## config.mk

```make
export PLATFORM = sky130hd
export DESIGN_NAME = char_lcd_nibble_write_sequencer_flat
export DESIGN_NICKNAME = d
export VERILOG_FILES = /design/src/design/lcdseq_pkg.sv /design/src/design/lcdseq_if.sv /design/src/design/char_lcd_nibble_write_sequencer.sv /design/src/flat_wrapper.sv
export SDC_FILE = /design/constraint.sdc
export NUM_CORES = 1
export LEC_CHECK = 0
export BUFFER_PORTS_ARGS = -buffer_cell sky130_fd_sc_hd__buf_2
export CORE_ASPECT_RATIO = 0.75
export CORE_MARGIN = 1.5
export CORE_UTILIZATION = 52
export DETAILED_ROUTE_END_ITERATION = 10
export PLACE_DENSITY = 0.7
export SLEW_MARGIN = 40
export SYNTH_ARGS = -nofsm -noshare
export SYNTH_HDL_FRONTEND = slang
export SYNTH_SLANG_ARGS = --single-unit
export TNS_END_PERCENT = 30
```

## constraint.sdc

```tcl
create_clock -name clk -period 4.4 [get_ports clk]
set_input_delay 0 -clock clk [delete_from_list [all_inputs] [get_ports clk]]
set_output_delay 0 -clock clk [all_outputs]
set_load 0.02 [all_outputs]
```

## src/design/lcdseq_pkg.sv

```systemverilog
// ----------------------------------------------------------------------------
// lcdseq_pkg
// Shared types, codes and the sequencer program for the character LCD
// nibble write sequencer.
// ----------------------------------------------------------------------------
`default_nettype none

package lcdseq_pkg;

  // request op codes
  localparam int OpW = 3;
  localparam logic [OpW-1:0] OP_CMD    = 3'd0;
  localparam logic [OpW-1:0] OP_DATA   = 3'd1;
  localparam logic [OpW-1:0] OP_CURSOR = 3'd2;
  localparam logic [OpW-1:0] OP_INIT   = 3'd3;
  localparam logic [OpW-1:0] OP_CLEAR  = 3'd4;

  // configuration register indexes
  localparam int CfgIdxW  = 3;
  localparam int CfgDataW = 16;
  localparam logic [CfgIdxW-1:0] CFG_PULSE   = 3'd0;
  localparam logic [CfgIdxW-1:0] CFG_CMD_WT  = 3'd1;
  localparam logic [CfgIdxW-1:0] CFG_DATA_WT = 3'd2;
  localparam logic [CfgIdxW-1:0] CFG_PWR_WT  = 3'd3;
  localparam logic [CfgIdxW-1:0] CFG_CLR_WT  = 3'd4;

  localparam logic [7:0]  PULSE_RST   = 8'd1;
  localparam logic [15:0] CMD_WT_RST  = 16'd2000;
  localparam logic [15:0] DATA_WT_RST = 16'd1000;
  localparam logic [15:0] PWR_WT_RST  = 16'd20000;
  localparam logic [15:0] CLR_WT_RST  = 16'd2000;

  // lcd instruction bytes
  localparam logic [7:0] LCD_FUNC_SET  = 8'h28;
  localparam logic [7:0] LCD_ENTRY     = 8'h06;
  localparam logic [7:0] LCD_CLR_DISP  = 8'h01;
  localparam logic [7:0] LCD_DISP_ON   = 8'h0F;
  localparam logic [7:0] LCD_ROW0_BASE = 8'h80;
  localparam logic [7:0] LCD_ROW1_BASE = 8'hC0;

  // payload widths
  localparam int ValueW  = 8;
  localparam int ColW    = 6;
  localparam int NibbleW = 4;
  localparam int HoldW   = 16;

  // program layout
  localparam int UcAw = 5;
  localparam logic [UcAw-1:0] UC_BYTE  = 5'd0;
  localparam logic [UcAw-1:0] UC_CLEAR = 5'd4;
  localparam logic [UcAw-1:0] UC_INIT  = 5'd9;

  typedef enum logic [2:0] {
    BSEL_REG,
    BSEL_FUNC,
    BSEL_ENTRY,
    BSEL_CLEAR,
    BSEL_DISP
  } byte_sel_t;

  typedef enum logic [1:0] {
    NSEL_HI,
    NSEL_LO,
    NSEL_ZERO,
    NSEL_ONE
  } nib_sel_t;

  typedef enum logic [1:0] {
    HSEL_PULSE,
    HSEL_SETTLE,
    HSEL_POWER,
    HSEL_CLEAR
  } hold_sel_t;

  typedef struct packed {
    byte_sel_t byte_sel;
    nib_sel_t  nib_sel;
    logic      en;
    hold_sel_t hold_sel;
    logic      last;
  } uc_word_t;

  function automatic uc_word_t uc_mk(input byte_sel_t b, input nib_sel_t n,
                                     input logic e, input hold_sel_t h,
                                     input logic l);
    uc_word_t w;
    w.byte_sel = b;
    w.nib_sel  = n;
    w.en       = e;
    w.hold_sel = h;
    w.last     = l;
    return w;
  endfunction

  // sequencer program: byte send, clear, then initialise
  function automatic uc_word_t uc_rom(input logic [UcAw-1:0] addr);
    uc_word_t w;
    unique case (addr)
      // generic byte from the latched byte register
      5'd0:  w = uc_mk(BSEL_REG,   NSEL_HI,   1'b1, HSEL_PULSE,  1'b0);
      5'd1:  w = uc_mk(BSEL_REG,   NSEL_HI,   1'b0, HSEL_SETTLE, 1'b0);
      5'd2:  w = uc_mk(BSEL_REG,   NSEL_LO,   1'b1, HSEL_PULSE,  1'b0);
      5'd3:  w = uc_mk(BSEL_REG,   NSEL_LO,   1'b0, HSEL_SETTLE, 1'b1);
      // clear display
      5'd4:  w = uc_mk(BSEL_CLEAR, NSEL_HI,   1'b1, HSEL_PULSE,  1'b0);
      5'd5:  w = uc_mk(BSEL_CLEAR, NSEL_HI,   1'b0, HSEL_SETTLE, 1'b0);
      5'd6:  w = uc_mk(BSEL_CLEAR, NSEL_LO,   1'b1, HSEL_PULSE,  1'b0);
      5'd7:  w = uc_mk(BSEL_CLEAR, NSEL_LO,   1'b0, HSEL_SETTLE, 1'b0);
      5'd8:  w = uc_mk(BSEL_CLEAR, NSEL_ONE,  1'b0, HSEL_CLEAR,  1'b1);
      // initialise
      5'd9:  w = uc_mk(BSEL_REG,   NSEL_ZERO, 1'b0, HSEL_POWER,  1'b0);
      5'd10: w = uc_mk(BSEL_FUNC,  NSEL_HI,   1'b1, HSEL_PULSE,  1'b0);
      5'd11: w = uc_mk(BSEL_FUNC,  NSEL_HI,   1'b0, HSEL_SETTLE, 1'b0);
      5'd12: w = uc_mk(BSEL_FUNC,  NSEL_LO,   1'b1, HSEL_PULSE,  1'b0);
      5'd13: w = uc_mk(BSEL_FUNC,  NSEL_LO,   1'b0, HSEL_SETTLE, 1'b0);
      5'd14: w = uc_mk(BSEL_ENTRY, NSEL_HI,   1'b1, HSEL_PULSE,  1'b0);
      5'd15: w = uc_mk(BSEL_ENTRY, NSEL_HI,   1'b0, HSEL_SETTLE, 1'b0);
      5'd16: w = uc_mk(BSEL_ENTRY, NSEL_LO,   1'b1, HSEL_PULSE,  1'b0);
      5'd17: w = uc_mk(BSEL_ENTRY, NSEL_LO,   1'b0, HSEL_SETTLE, 1'b0);
      5'd18: w = uc_mk(BSEL_CLEAR, NSEL_HI,   1'b1, HSEL_PULSE,  1'b0);
      5'd19: w = uc_mk(BSEL_CLEAR, NSEL_HI,   1'b0, HSEL_SETTLE, 1'b0);
      5'd20: w = uc_mk(BSEL_CLEAR, NSEL_LO,   1'b1, HSEL_PULSE,  1'b0);
      5'd21: w = uc_mk(BSEL_CLEAR, NSEL_LO,   1'b0, HSEL_SETTLE, 1'b0);
      5'd22: w = uc_mk(BSEL_CLEAR, NSEL_ONE,  1'b0, HSEL_CLEAR,  1'b0);
      5'd23: w = uc_mk(BSEL_DISP,  NSEL_HI,   1'b1, HSEL_PULSE,  1'b0);
      5'd24: w = uc_mk(BSEL_DISP,  NSEL_HI,   1'b0, HSEL_SETTLE, 1'b0);
      5'd25: w = uc_mk(BSEL_DISP,  NSEL_LO,   1'b1, HSEL_PULSE,  1'b0);
      5'd26: w = uc_mk(BSEL_DISP,  NSEL_LO,   1'b0, HSEL_SETTLE, 1'b1);
      default: w = uc_mk(BSEL_REG, NSEL_ZERO, 1'b0, HSEL_PULSE,  1'b1);
    endcase
    return w;
  endfunction

endpackage

`default_nettype wire

```

## src/design/lcdseq_if.sv

```systemverilog
// ----------------------------------------------------------------------------
// lcdseq_if
// Valid/ready channels: request words in, pin-level item words out.
// ----------------------------------------------------------------------------
`default_nettype none

interface lcdseq_req_if;
  import lcdseq_pkg::*;

  logic              valid;
  logic              ready;
  logic [OpW-1:0]    op;
  logic [ValueW-1:0] value;
  logic              row;
  logic [ColW-1:0]   col;

  modport source (output valid, output op, output value, output row, output col,
                  input ready);
  modport sink   (input valid, input op, input value, input row, input col,
                  output ready);
endinterface

interface lcdseq_item_if;
  import lcdseq_pkg::*;

  logic               valid;
  logic               ready;
  logic               rs;
  logic               en;
  logic [NibbleW-1:0] nibble;
  logic [HoldW-1:0]   hold_us;
  logic               last;

  modport source (output valid, output rs, output en, output nibble, output hold_us,
                  output last, input ready);
  modport sink   (input valid, input rs, input en, input nibble, input hold_us,
                  input last, output ready);
endinterface

`default_nettype wire

```

## src/design/char_lcd_nibble_write_sequencer.sv

```systemverilog
// ----------------------------------------------------------------------------
// char_lcd_nibble_write_sequencer
// A 27-step microprogram emits one item word per cycle while out_item.ready
// is high: 4 for command, data and set cursor, 5 for clear, 18 for initialise.
// A taken request loads busy, pc, rs and, for byte ops, the byte register; no
// request is taken while busy, and busy drops as the last item is registered.
// Reset clears control state and loads the register defaults.
// ----------------------------------------------------------------------------
`default_nettype none

module char_lcd_nibble_write_sequencer (
  input  wire                                 clk,
  input  wire                                 rst_n,
  lcdseq_req_if.sink                          in_req,
  lcdseq_item_if.source                       out_item,
  input  wire                                 cfg_we,
  input  wire [lcdseq_pkg::CfgIdxW-1:0]       cfg_idx,
  input  wire [lcdseq_pkg::CfgDataW-1:0]      cfg_data
);
  import lcdseq_pkg::*;

  // configuration
  logic [7:0]       pulse_r;
  logic [HoldW-1:0] cmd_wt_r, data_wt_r, pwr_wt_r, clr_wt_r;

  // sequencer
  logic             busy_r, busy_nxt;
  logic [UcAw-1:0]  pc_r, pc_nxt;
  logic             rs_r, rs_nxt;
  logic [7:0]       byte_r, byte_nxt;

  // output register
  logic               ov_r, ov_nxt;
  logic               ors_r, ors_nxt;
  logic               oen_r, oen_nxt;
  logic [NibbleW-1:0] onib_r, onib_nxt;
  logic [HoldW-1:0]   ohold_r, ohold_nxt;
  logic               olast_r, olast_nxt;

  uc_word_t   cw;
  logic [7:0] cur_byte;
  logic [7:0] row_base;
  logic       accept, advance;

  assign in_req.ready = !busy_r;
  assign accept  = in_req.valid && !busy_r;
  assign advance = busy_r && (!ov_r || out_item.ready);
  assign row_base = in_req.row ? LCD_ROW1_BASE : LCD_ROW0_BASE;

  always_comb begin
    cw = uc_rom(pc_r);

    unique case (cw.byte_sel)
      BSEL_REG:   cur_byte = byte_r;
      BSEL_FUNC:  cur_byte = LCD_FUNC_SET;
      BSEL_ENTRY: cur_byte = LCD_ENTRY;
      BSEL_CLEAR: cur_byte = LCD_CLR_DISP;
      BSEL_DISP:  cur_byte = LCD_DISP_ON;
      default:    cur_byte = byte_r;
    endcase

    busy_nxt  = busy_r;
    pc_nxt    = pc_r;
    rs_nxt    = rs_r;
    byte_nxt  = byte_r;
    ov_nxt    = ov_r && !out_item.ready;
    ors_nxt   = ors_r;
    oen_nxt   = oen_r;
    onib_nxt  = onib_r;
    ohold_nxt = ohold_r;
    olast_nxt = olast_r;

    if (advance) begin
      ov_nxt  = 1'b1;
      ors_nxt = rs_r;
      oen_nxt = cw.en;
      unique case (cw.nib_sel)
        NSEL_HI:   onib_nxt = cur_byte[7:4];
        NSEL_LO:   onib_nxt = cur_byte[3:0];
        NSEL_ZERO: onib_nxt = 4'h0;
        NSEL_ONE:  onib_nxt = 4'h1;
        default:   onib_nxt = 4'h0;
      endcase
      unique case (cw.hold_sel)
        HSEL_PULSE:  ohold_nxt = {8'h00, pulse_r};
        HSEL_SETTLE: ohold_nxt = rs_r ? data_wt_r : cmd_wt_r;
        HSEL_POWER:  ohold_nxt = pwr_wt_r;
        HSEL_CLEAR:  ohold_nxt = clr_wt_r;
        default:     ohold_nxt = {8'h00, pulse_r};
      endcase
      olast_nxt = cw.last;
      pc_nxt    = pc_r + 1'b1;
      if (cw.last) begin
        busy_nxt = 1'b0;
      end
    end

    if (accept) begin
      // unused op codes are taken and dropped
      unique case (in_req.op)
        OP_CMD: begin
          busy_nxt = 1'b1; pc_nxt = UC_BYTE; rs_nxt = 1'b0; byte_nxt = in_req.value;
        end
        OP_DATA: begin
          busy_nxt = 1'b1; pc_nxt = UC_BYTE; rs_nxt = 1'b1; byte_nxt = in_req.value;
        end
        OP_CURSOR: begin
          busy_nxt = 1'b1; pc_nxt = UC_BYTE; rs_nxt = 1'b0;
          byte_nxt = row_base + {2'b00, in_req.col};
        end
        OP_INIT: begin
          busy_nxt = 1'b1; pc_nxt = UC_INIT; rs_nxt = 1'b0;
        end
        OP_CLEAR: begin
          busy_nxt = 1'b1; pc_nxt = UC_CLEAR; rs_nxt = 1'b0;
        end
        default: begin
          busy_nxt = 1'b0;
        end
      endcase
    end
  end

  always_ff @(posedge clk) begin
    if (!rst_n) begin
      busy_r    <= 1'b0;
      ov_r      <= 1'b0;
      pc_r      <= UC_BYTE;
      rs_r      <= 1'b0;
      pulse_r   <= PULSE_RST;
      cmd_wt_r  <= CMD_WT_RST;
      data_wt_r <= DATA_WT_RST;
      pwr_wt_r  <= PWR_WT_RST;
      clr_wt_r  <= CLR_WT_RST;
    end else begin
      busy_r <= busy_nxt;
      ov_r   <= ov_nxt;
      pc_r   <= pc_nxt;
      rs_r   <= rs_nxt;
      if (cfg_we) begin
        unique case (cfg_idx)
          CFG_PULSE:   pulse_r   <= cfg_data[7:0];
          CFG_CMD_WT:  cmd_wt_r  <= cfg_data;
          CFG_DATA_WT: data_wt_r <= cfg_data;
          CFG_PWR_WT:  pwr_wt_r  <= cfg_data;
          CFG_CLR_WT:  clr_wt_r  <= cfg_data;
          default: begin
          end
        endcase
      end
    end
  end

  always_ff @(posedge clk) begin
    byte_r  <= byte_nxt;
    ors_r   <= ors_nxt;
    oen_r   <= oen_nxt;
    onib_r  <= onib_nxt;
    ohold_r <= ohold_nxt;
    olast_r <= olast_nxt;
  end

  assign out_item.valid   = ov_r;
  assign out_item.rs      = ors_r;
  assign out_item.en      = oen_r;
  assign out_item.nibble  = onib_r;
  assign out_item.hold_us = ohold_r;
  assign out_item.last    = olast_r;

endmodule

`default_nettype wire
```

## src/flat_wrapper.sv

```systemverilog
// flat-port wrapper written by rule: the top's interface ports become plain ports
module char_lcd_nibble_write_sequencer_flat import lcdseq_pkg::*;
  (clk, rst_n, cfg_we, cfg_idx, cfg_data, in_req_valid, in_req_op, in_req_value, in_req_row, in_req_col, in_req_ready, out_item_valid, out_item_rs, out_item_en, out_item_nibble, out_item_hold_us, out_item_last, out_item_ready);
  lcdseq_req_if in_req_i ();
  lcdseq_item_if out_item_i ();
  input  wire clk;
  input  wire rst_n;
  input  wire cfg_we;
  input  wire [lcdseq_pkg::CfgIdxW-1:0] cfg_idx;
  input  wire [lcdseq_pkg::CfgDataW-1:0] cfg_data;
  input wire logic [$bits(in_req_i.valid)-1:0] in_req_valid;
  input wire logic [$bits(in_req_i.op)-1:0] in_req_op;
  input wire logic [$bits(in_req_i.value)-1:0] in_req_value;
  input wire logic [$bits(in_req_i.row)-1:0] in_req_row;
  input wire logic [$bits(in_req_i.col)-1:0] in_req_col;
  output wire logic [$bits(in_req_i.ready)-1:0] in_req_ready;
  output wire logic [$bits(out_item_i.valid)-1:0] out_item_valid;
  output wire logic [$bits(out_item_i.rs)-1:0] out_item_rs;
  output wire logic [$bits(out_item_i.en)-1:0] out_item_en;
  output wire logic [$bits(out_item_i.nibble)-1:0] out_item_nibble;
  output wire logic [$bits(out_item_i.hold_us)-1:0] out_item_hold_us;
  output wire logic [$bits(out_item_i.last)-1:0] out_item_last;
  input wire logic [$bits(out_item_i.ready)-1:0] out_item_ready;
  assign in_req_i.valid = in_req_valid;
  assign in_req_i.op = in_req_op;
  assign in_req_i.value = in_req_value;
  assign in_req_i.row = in_req_row;
  assign in_req_i.col = in_req_col;
  assign in_req_ready = in_req_i.ready;
  assign out_item_valid = out_item_i.valid;
  assign out_item_rs = out_item_i.rs;
  assign out_item_en = out_item_i.en;
  assign out_item_nibble = out_item_i.nibble;
  assign out_item_hold_us = out_item_i.hold_us;
  assign out_item_last = out_item_i.last;
  assign out_item_i.ready = out_item_ready;
  char_lcd_nibble_write_sequencer u_core (.clk(clk), .rst_n(rst_n), .in_req(in_req_i), .out_item(out_item_i), .cfg_we(cfg_we), .cfg_idx(cfg_idx), .cfg_data(cfg_data));
endmodule
```

# --- Word-level counts from Yosys, hierarchy flattened ---
# Memory sizes are Yosys's and may differ from the RTL's. A register that Yosys moved wholly into a read port is not among the register bits.
# Index checks and enable logic that the tools add are counted.
word_totals:
  regBits: 111
  mem_bits_ro: 288
  out_inout_bits: 25
  elab_cells: 79
  mem_count: 1
classes:
  add_sub_neg: 2
  eq_ne: 18
  n_mux: 16
  n_reduce_logical: 27
mem_list:
  columns: ["memory", "depth", "word_bits", "rd", "rd_ports_with_merged_regs", "write_ports", "line", "source"]
  rows:
  - ["(no name shown)", 32, 9, 1, 1, 0, "lcdseq_pkg.sv:98", "unique case (addr)"]
op_table:
  columns: ["cell", "n"]
  rows:
  - ["$pmux W16 S4", 1]
  - ["$pmux W8 S4", 1]
  - ["$eq A3 B2 Y1 const B", 6]
  - ["$mux W16", 1]
  - ["$pmux W4 S4", 1]
  - ["$pmux W8 S2", 1]
  - ["$reduce_and A2 Y1", 8]
  - ["$mux W5", 3]
  - ["$pmux W5 S3", 1]
  - ["$eq A3 B1 Y1 const B", 3]
  - ["$eq A3 B3 Y1 const B", 3]
  - ["$add A8 B6 Y8", 1]
  - ["$eq A2 B2 Y1 const B", 4]
  - ["$reduce_bool A2 Y1", 4]
  - ["$mux W7", 1]
  - ["$logic_not A3 Y1", 2]
  - ["$add A5 B1 Y5 const B", 1]
  - ["$mux W1", 5]
  - ["$reduce_or A5 Y1", 1]
  - ["$eq A2 B1 Y1 const B", 2]
  - ["$logic_not A2 Y1", 2]
  - ["$reduce_or A4 Y1", 1]
  - ["$logic_and A1 B1 Y1", 3]
  - ["$logic_not A1 Y1", 3]
  - ["4 further kinds", 4]

# --- Logic depth before layout (Yosys ltp) ---
# Gate-level depths: netlist (run 1).
depth:
  word_depth: 7
  mapped_depth: 9

# --- Worst setup path after synthesis (run 1) ---
# OpenSTA, ideal clock, no wires.
synth_path:
  kind: "register -> register"
  startpoint: "register u_core.ov_r, in the netlist u_core.out_item.valid"
  endpoint: "register, netlist name u_core.cw[3]"
  setup_ns: 0.124
  t_arrival_ns: 2.109
  required_ns: 4.276
  path_slack_ns: 2.167
  path_stages_with_launch: 10
  path_buffers: 1
  path_cell_list: "dfxtp_1 nor2b_1 buf_6 or3_1 a31oi_1 ha_1 inv_1 mux2i_1 a22oi_1 mux2i_1"
synth_between:
  elab_chain_cells: 7
synth_lines:
  columns: ["element", "line", "source"]
  rows:
  - ["start: declaration", "char_lcd_nibble_write_sequencer.sv:33", "logic ov_r, ov_nxt;"]
  - ["start signal: assignment", "char_lcd_nibble_write_sequencer.sv:137", "ov_r <= ov_nxt;"]
  - ["$logic_not A1 Y1 (*)", "char_lcd_nibble_write_sequencer.sv:47", "assign advance = busy_r && (!ov_r || out_item.ready);"]
  - ["$logic_or A1 B1 Y1 (*)", "char_lcd_nibble_write_sequencer.sv:47", null]
  - ["$logic_and A1 B1 Y1 (*)", "char_lcd_nibble_write_sequencer.sv:47", null]
  - ["$mux W5 (*)", "char_lcd_nibble_write_sequencer.sv:73", "if (advance) begin"]
  - ["$pmux W5 S3", "char_lcd_nibble_write_sequencer.sv:100", "unique case (in_req.op)"]
  - ["$mux W5 (*)", "char_lcd_nibble_write_sequencer.sv:98", "if (accept) begin"]
  - ["$mux W5 (no source line) (*)", null, null]
# Mark *: on every way between the ends. The rest lies on a longest branch, timed or not.
# A chain may end at the register's enable or synchronous reset.

# --- Worst setup path in the final report (run 1) ---
layout_path:
  startpoint: "register u_core.ov_r, in the netlist u_core.out_item.valid"
  endpoint: "register, netlist name u_core.cw[3]"
layout_between:
  elab_chain_cells: 7
layout_lines:
  columns: ["element", "line"]
  rows:
  - ["$logic_not A1 Y1 (*)", "char_lcd_nibble_write_sequencer.sv:47"]
  - ["$logic_or A1 B1 Y1 (*)", "char_lcd_nibble_write_sequencer.sv:47"]
  - ["$logic_and A1 B1 Y1 (*)", "char_lcd_nibble_write_sequencer.sv:47"]
  - ["$mux W5 (*)", "char_lcd_nibble_write_sequencer.sv:73"]
  - ["$pmux W5 S3", "char_lcd_nibble_write_sequencer.sv:100"]
  - ["$mux W5 (*)", "char_lcd_nibble_write_sequencer.sv:98"]
  - ["$mux W5 (no source line) (*)", null]
# Marked as above.

==> results of run 1 <==
## cell type report
| type | instances | share of cell area, % |
|---|---|---|
| multi-input combinational | 407 | 36.7 |
| clock inverter | 11 | 2.47 |
| tap | 132 | 2.46 |
| timing repair buffer | 104 | 10.3 |
| clock buffer | 21 | 7.31 |
| sequential | 120 | 40.4 |
| inverter | 6 | 0.335 |
## timing repair
item	CTS	global route
gates resized for setup	0	0
hold buffers	32	0
hold endpoints to repair	81	0
setup buffers	0	0
## sequential cells by signal, indices dropped and copies added, names as in the netlist, 4 cells and up
signal / flops
u_core.clr_wt_r: 16
u_core.cmd_wt_r: 16
u_core.data_wt_r: 16
u_core.out_item.hold_us: 16
u_core.pwr_wt_r: 16
u_core.cw: 9
u_core.byte_r: 8
u_core.pulse_r: 8
u_core.pc_r: 5
u_core.out_item.nibble: 4
## worst max-delay path by stage
stage,slack (ns),startpoint,cells after the start,endpoint
floorplan,2.17,u_core.out_item.valid,9,u_core.cw[3]
global placement,2.03,u_core.busy_r,8,u_core.cw[3]
detailed placement,1.93,u_core.busy_r,8,u_core.cw[3]
CTS,1.93,u_core.busy_r,8,u_core.cw[3]
global route,1.68,u_core.out_item.valid,8,u_core.cw[4]
finish,1.87,u_core.out_item.valid,8,u_core.cw[3]
## layer usage
| layer | global-route usage, % | part of all wire [%] | vias to the layer above |
|---|---|---|---|
| li1 | - | - | 2138 |
| met5 | 0 | 0 | - |
| met4 | 7.74 | 0.83 | 0 |
| met3 | 6.44 | 5.2 | 9 |
| met1 | 31.9 | 46 | 2062 |
| met2 | 42.2 | 48 | 109 |
## kinds of logic (layout without fill, tap and decap cells)
logic type / Yosys count / count (layout)
adders and majority gates: 7 / 7
DFF: 120 / 120
AOI/OAI and AO/OA: 107 / 107
and+or+nand+nor: 249 / 249
buffers and inverters: 42 / 142
muxes: 43 / 43
xor gates and xnor gates: 1 / 1
## power breakdown
| part | internal (mW) | switching [mW] | leakage, nW | total, mW |
|---|---|---|---|---|
| Combinational | 0.142 | 0.163 | 1.30 | 0.304 |
| Clock | 1.02 | 0.491 | 0.316 | 1.51 |
| Sequential | 1.19 | 0.0521 | 1.02 | 1.25 |
## critical path, cell delays in order (launching register included)
cell	delay, ns
dfxtp_1	0.34
nor2b_1	0.46
o21ai_0	0.19
a31oi_1	0.58
ha_1	0.39
inv_1	0.08
mux2i_1	0.07
a22oi_1	0.17
mux2i_1	0.10
## stage by stage
stage / cells / power [mW] / utilization (%)
floorplan: 569 / 1.45 / -
global placement: 737 / 1.53 / 58.5
detailed placement: 737 / 1.54 / 58.6
CTS: 801 / 3.08 / 68.5
global route: 801 / 3.17 / 68.5
finish: 801 / 3.07 / 68.5
## cells in the final DEF, fill, tap and decap left out, types with 18 or more instances in the layout
master	count
a21boi_0	50
buf_2	66
clkbuf_16	18
dfxtp_1	86
dlygate4sd3_1	32
edfxtp_1	31
mux2_2	24
nand2_1	168
nand3_1	29
o21ai_0	20
==> flow_metrics.py, run 1 <==
metrics = {
    "outcome": {
        "outcome": "finished clean",
    },
    "yosys": {
        "synth_cells": 569,
        "yosysMostFrequentCell": "nand2_1",
        "synth_simple_gate_area_share_pct": 20.1,
        "ys_seq_area_share_pct": 50.7,
        "synth_top_cell_by_area": "dfxtp_1",
        "netlist_area_um2": 5350,
        "synth_top_family_by_area": "simple AND/OR/NAND/NOR gates",
        "synthTopCellsByArea": "dfxtp_1 33%, edfxtp_1 17%, nand2_1 12%",
        "syn_avg_cell_area_um2": 9.40,
        "synth_commonest_cells": "168 x nand2_1, 89 x dfxtp_1, 50 x a21boi_0",
        "syn_nets": 617,
        "synth-edff-count": 31,
        "synthMuxAreaShare_pct": 10.5,
        "synth-xor-area-share_pct": 0.164,
        "synthDistinctLibCells": 52,
        "synth-compound-area-share_pct": 13.7,
        "synth-adder-area-share_pct": 1.59,
        "ys_ff_latch": 120,
        "yosysTopAreaCellShare_pct": 33.3,
        "ys_warn_count": 0,
        "synthArstFlopShare_pct": 0,
        "synthFlopType": "dfxtp_1",
    },
    "routing": {
        "route.detailed.wl_per_inst_um": 16.4,
        "wirelength_um": 13100,
        "avgViaCountPerCell": 5.39,
        "drc": 0,
        "antenna_left": 0,
        "drt_iter0_drc": 359,
        "dr_total_vias": 4318,
        "firstDrtPassIters": 4,
    },
    "cts": {
        "clockRootBuffer": "clkbuf_16",
        "clock_latency_ns": 0.41,
        "cts_max_level": 4,
        "cts_tree": "yes",
        "clock-sinks": 120,
        "clockBufferDepth": 2,
        "numCtsBuffers": 17,
        "clk_pin_slew_ns": 0.05,
    },
    "final_layout": {
        "design_area_um2": 6730,
        "drive_gt1_share_pct": 22.1,
        "multi_input_area_um2": 2470,
        "num-fill-cells": 755,
        "diodes": 0,
        "seq_area_um2": 2720,
        "layout.nets": 704,
        "area_delta_synth_final_pct": 25.8,
    },
    "sta": {
        "hold_ws_ns": 0.0433,
        "period_share_pct": 57.4,
        "final-setup-viol-count": 0,
        "slew_viol_final": 0,
        "tightest_slew_ns": 0.838,
        "setup_ws_ns": 1.87,
        "hold_viol_final": 0,
        "finalSetupTns_ns": 0,
        "skew_ns": 0.0110,
        "rsz0062_at_grt": "no",
        "max_slew_margin_pct": 44.0,
        "fin_crit_ns": 2.53,
        "max_freq_mhz": 396,
    },
    "global_route": {
        "grt_pass1_vias": 4310,
        "track_usage_pct": 25.2,
        "grt_start_max_net_pins": 79,
        "antenna_found_initial": 0,
        "grt-ovfl-total": 0,
        "grt_pass1_wl_um": 21300,
    },
    "critical_path": {
        "reg2reg_depth": 8,
        "regToRegEndpoint": "u_core.cw[3]",
        "regToRegSetupSlack_ns": 1.87,
        "worstPathArrival_ns": 2.79,
        "cp-end-kind": "flip-flop",
        "path_max_fanout": 9,
        "rr_startpoint": "u_core.out_item.valid",
        "timing_worst_setup_path_type": "reg2reg",
        "cp.required_ns": 4.66,
        "worstSetupStartpointType": "flip-flop",
    },
    "placed_design": {
        "dp_slack_ns": 1.93,
        "gp_congestion": 0.876,
        "port-buffer-count": 66,
        "placed_cell_area_um2": 5750,
        "dpl.hpwl_um": 7970,
    },
    "die": {
        "dieHeight_um": 90.8,
        "initial_core_util_pct": 54.5,
        "ios": 67,
        "dieArea_um2": 10900,
        "row_count": 31,
        "die_width_um": 120,
        "core_area_um2": 9810,
    },
    "worst_hold_path": {
        "min_delay_worst_endpoint": "u_core.rs_r",
        "min-delay-path-class": "in2reg",
        "hp-start": "in_req_op[1]",
        "hold_path_depth": 4,
    },
    "pwr": {
        "ir_worst_vdd_v": 0.000273,
        "power_per_cell_area_nw_per_um2": 456,
        "p_leak_nw": 2.64,
    },
    "run": {
        "drv_cap": 0,
    },
}
Power figures use the tool's default switching activity.
==> run 2, diff against run 1 <==
- PLACE_DENSITY: 0.7 -> 0.73
- clock period: 4.4 -> 2.15 ns (I/O delays scaled with it)
==> run 2 against run 1 <==
Sequential cell count unchanged. Highest routed layer unchanged. Via count up 4.5%. Non-clock buffer count up 22. Sequential power up 100%. Clock skew down 0.0029 ns. Routed wire length down 0.53%. Register-to-register slack worse by 1.8 ns. Total power up 86%. Largest power group is now registers.
==> flow_metrics.py, run 2 (synthesis gave the netlist of run 1 again) <==
metrics = {
    "routing": {
        "firstDrtPassIters": 6,
        "dr_total_vias": 4512,
        "drt_iter0_drc": 458,
        "wirelength_um": 13000,
        "route.detailed.wl_per_inst_um": 15.9,
        "avgViaCountPerCell": 5.48,
        "antenna_left": 0,
        "drc": 0,
    },
    "cts": {
        "clock_latency_ns": 0.40,
        "cts_max_level": 4,
        "clockBufferDepth": 2,
        "clockRootBuffer": "clkbuf_16",
        "clock-sinks": 120,
        "clk_pin_slew_ns": 0.05,
        "cts_setup_buffers": 0,
        "numCtsBuffers": 17,
        "cts_tree": "yes",
    },
    "global_route": {
        "grt_pass1_wl_um": 21100,
        "grt_pass1_vias": 4223,
        "grt_start_max_net_pins": 76,
        "antenna_found_initial": 0,
        "track_usage_pct": 24.8,
        "grt-ovfl-total": 0,
    },
    "critical_path": {
        "worstSetupStartpoint": "u_core.out_item.valid",
        "worstPathArrival_ns": 2.36,
        "cp-end-kind": "flip-flop",
        "timing_worst_setup_path_type": "reg2reg",
        "path_max_fanout": 9,
        "cp.required_ns": 2.44,
        "worstSetupStartpointType": "flip-flop",
        "rr_startpoint": "u_core.out_item.valid",
    },
    "sta": {
        "rsz0062_at_grt": "no",
        "finalSetupTns_ns": 0,
        "max_freq_mhz": 483,
        "fin_crit_ns": 2.07,
        "skew_ns": 0.00814,
        "tightest_slew_ns": 0.805,
        "slew_viol_final": 0,
        "period_share_pct": 96.2,
        "hold_ws_ns": 0.0816,
        "final-setup-viol-count": 0,
        "max_slew_margin_pct": 46.3,
        "hold_viol_final": 0,
        "setup_ws_ns": 0.0808,
    },
    "die": {
        "die_width_um": 120,
        "dieHeight_um": 90.8,
        "ios": 67,
        "initial_core_util_pct": 54.5,
        "core_area_um2": 9810,
        "row_count": 31,
        "dieArea_um2": 10900,
    },
    "worst_hold_path": {
        "min-delay-path-class": "in2reg",
        "hp-start": "in_req_valid",
    },
    "final_layout": {
        "drive_gt1_share_pct": 23.4,
        "fin_util_pct": 69.2,
        "layout.nets": 726,
        "final_common_cell": "nand2_1",
        "diodes": 0,
        "layout_common_cells": "168 x nand2_1, 88 x dfxtp_1, 66 x buf_2",
        "area_delta_synth_final_pct": 27.0,
    },
    "placed_design": {
        "gp_congestion": 0.932,
        "dp_slack_ns": -0.0488,
        "port-buffer-count": 66,
        "dpl.hpwl_um": 8170,
    },
    "pwr": {
        "power_per_cell_area_nw_per_um2": 839,
        "ir_worst_vdd_v": 0.000648,
        "p_leak_nw": 2.69,
        "power_mw": 5.70,
    },
    "outcome": {
        "outcome": "finished clean",
    },
    "run": {
        "drv_cap": 0,
    },
}
-- run 2: cell types whose count changed in the layout (fill, tap and decap cells not counted), moves of 2 or more --
cell           delta
clkbuf_1          +8
buf_4            +18
o21ai_0           -2
dlygate4sd3_1     +3
dfxtp_1           +2
bufinv_16         -4
dfxtp_2           -2
clkinvlp_4        -2
-- run 2: layout make-up --
| class | count | area [um^2] |
|---|---|---|
| timing repair buffer | 126 | 881 |
| multi-input combinational | 407 | 2490 |
| sequential | 120 | 2710 |
| inverter | 6 | 26.3 |
| clock inverter | 4 | 20.0 |
| fill | 720 | 3020 |
| clock buffer | 28 | 497 |
| tap | 132 | 165 |
-- run 2: timing repair --
action / 4_1_cts / 5_1_grt
resized for setup: 1 / 8
hold buffers: 34 / 1
hold endpoints to repair: 82 / 1
setup endpoints to repair: 3 / 8
pin swaps: 0 / 0
-- run 2: worst max-delay path, cell delays in order, from the launching register on --
cell	delay (ns)
dfxtp_1	0.32
nor2b_2	0.20
or4_1	0.50
a31o_2	0.34
and2_4	0.19
a32o_2	0.26
o21bai_1	0.15
-- run 2: path summary, 6_finish.rpt --
check                                     endpoint  slack [ns]  cells past startpoint
worst max-delay path                  u_core.cw[5]        0.08                      6
worst min-delay path                u_core.pc_r[0]        0.08                      4
worst max register to register        u_core.cw[5]        0.08                      6
worst min register to register  u_core.out_item.en        0.41                      0
-- run 2: metal layers --
metal / share of wire [%] / GRT usage, % / vias to the layer above
met2: 47 / 39.7 / 171
met1: 46 / 33.3 / 2143
met4: 1.1 / 9.23 / 0
met3: 6.4 / 5.05 / 14
met5: 0 / 0 / -
li1: - / - / 2184
-- run 2: power breakdown --
| group | internal, mW | switching (mW) |
|---|---|---|
| clock | 1.56 | 0.921 |
| combinational | 0.323 | 0.392 |
| sequential | 2.45 | 0.0603 |
| total | 4.32 | 1.37 |
-- run 2: stage by stage --
stage / cell area [um^2] / instances
5_1_grt: 6790 / 823
6_report: 6790 / 823
4_1_cts: 6760 / 822
3_5_place_dp: 5900 / 756
3_3_place_gp: 5900 / 756
2_1_floorplan: 5350 / 569
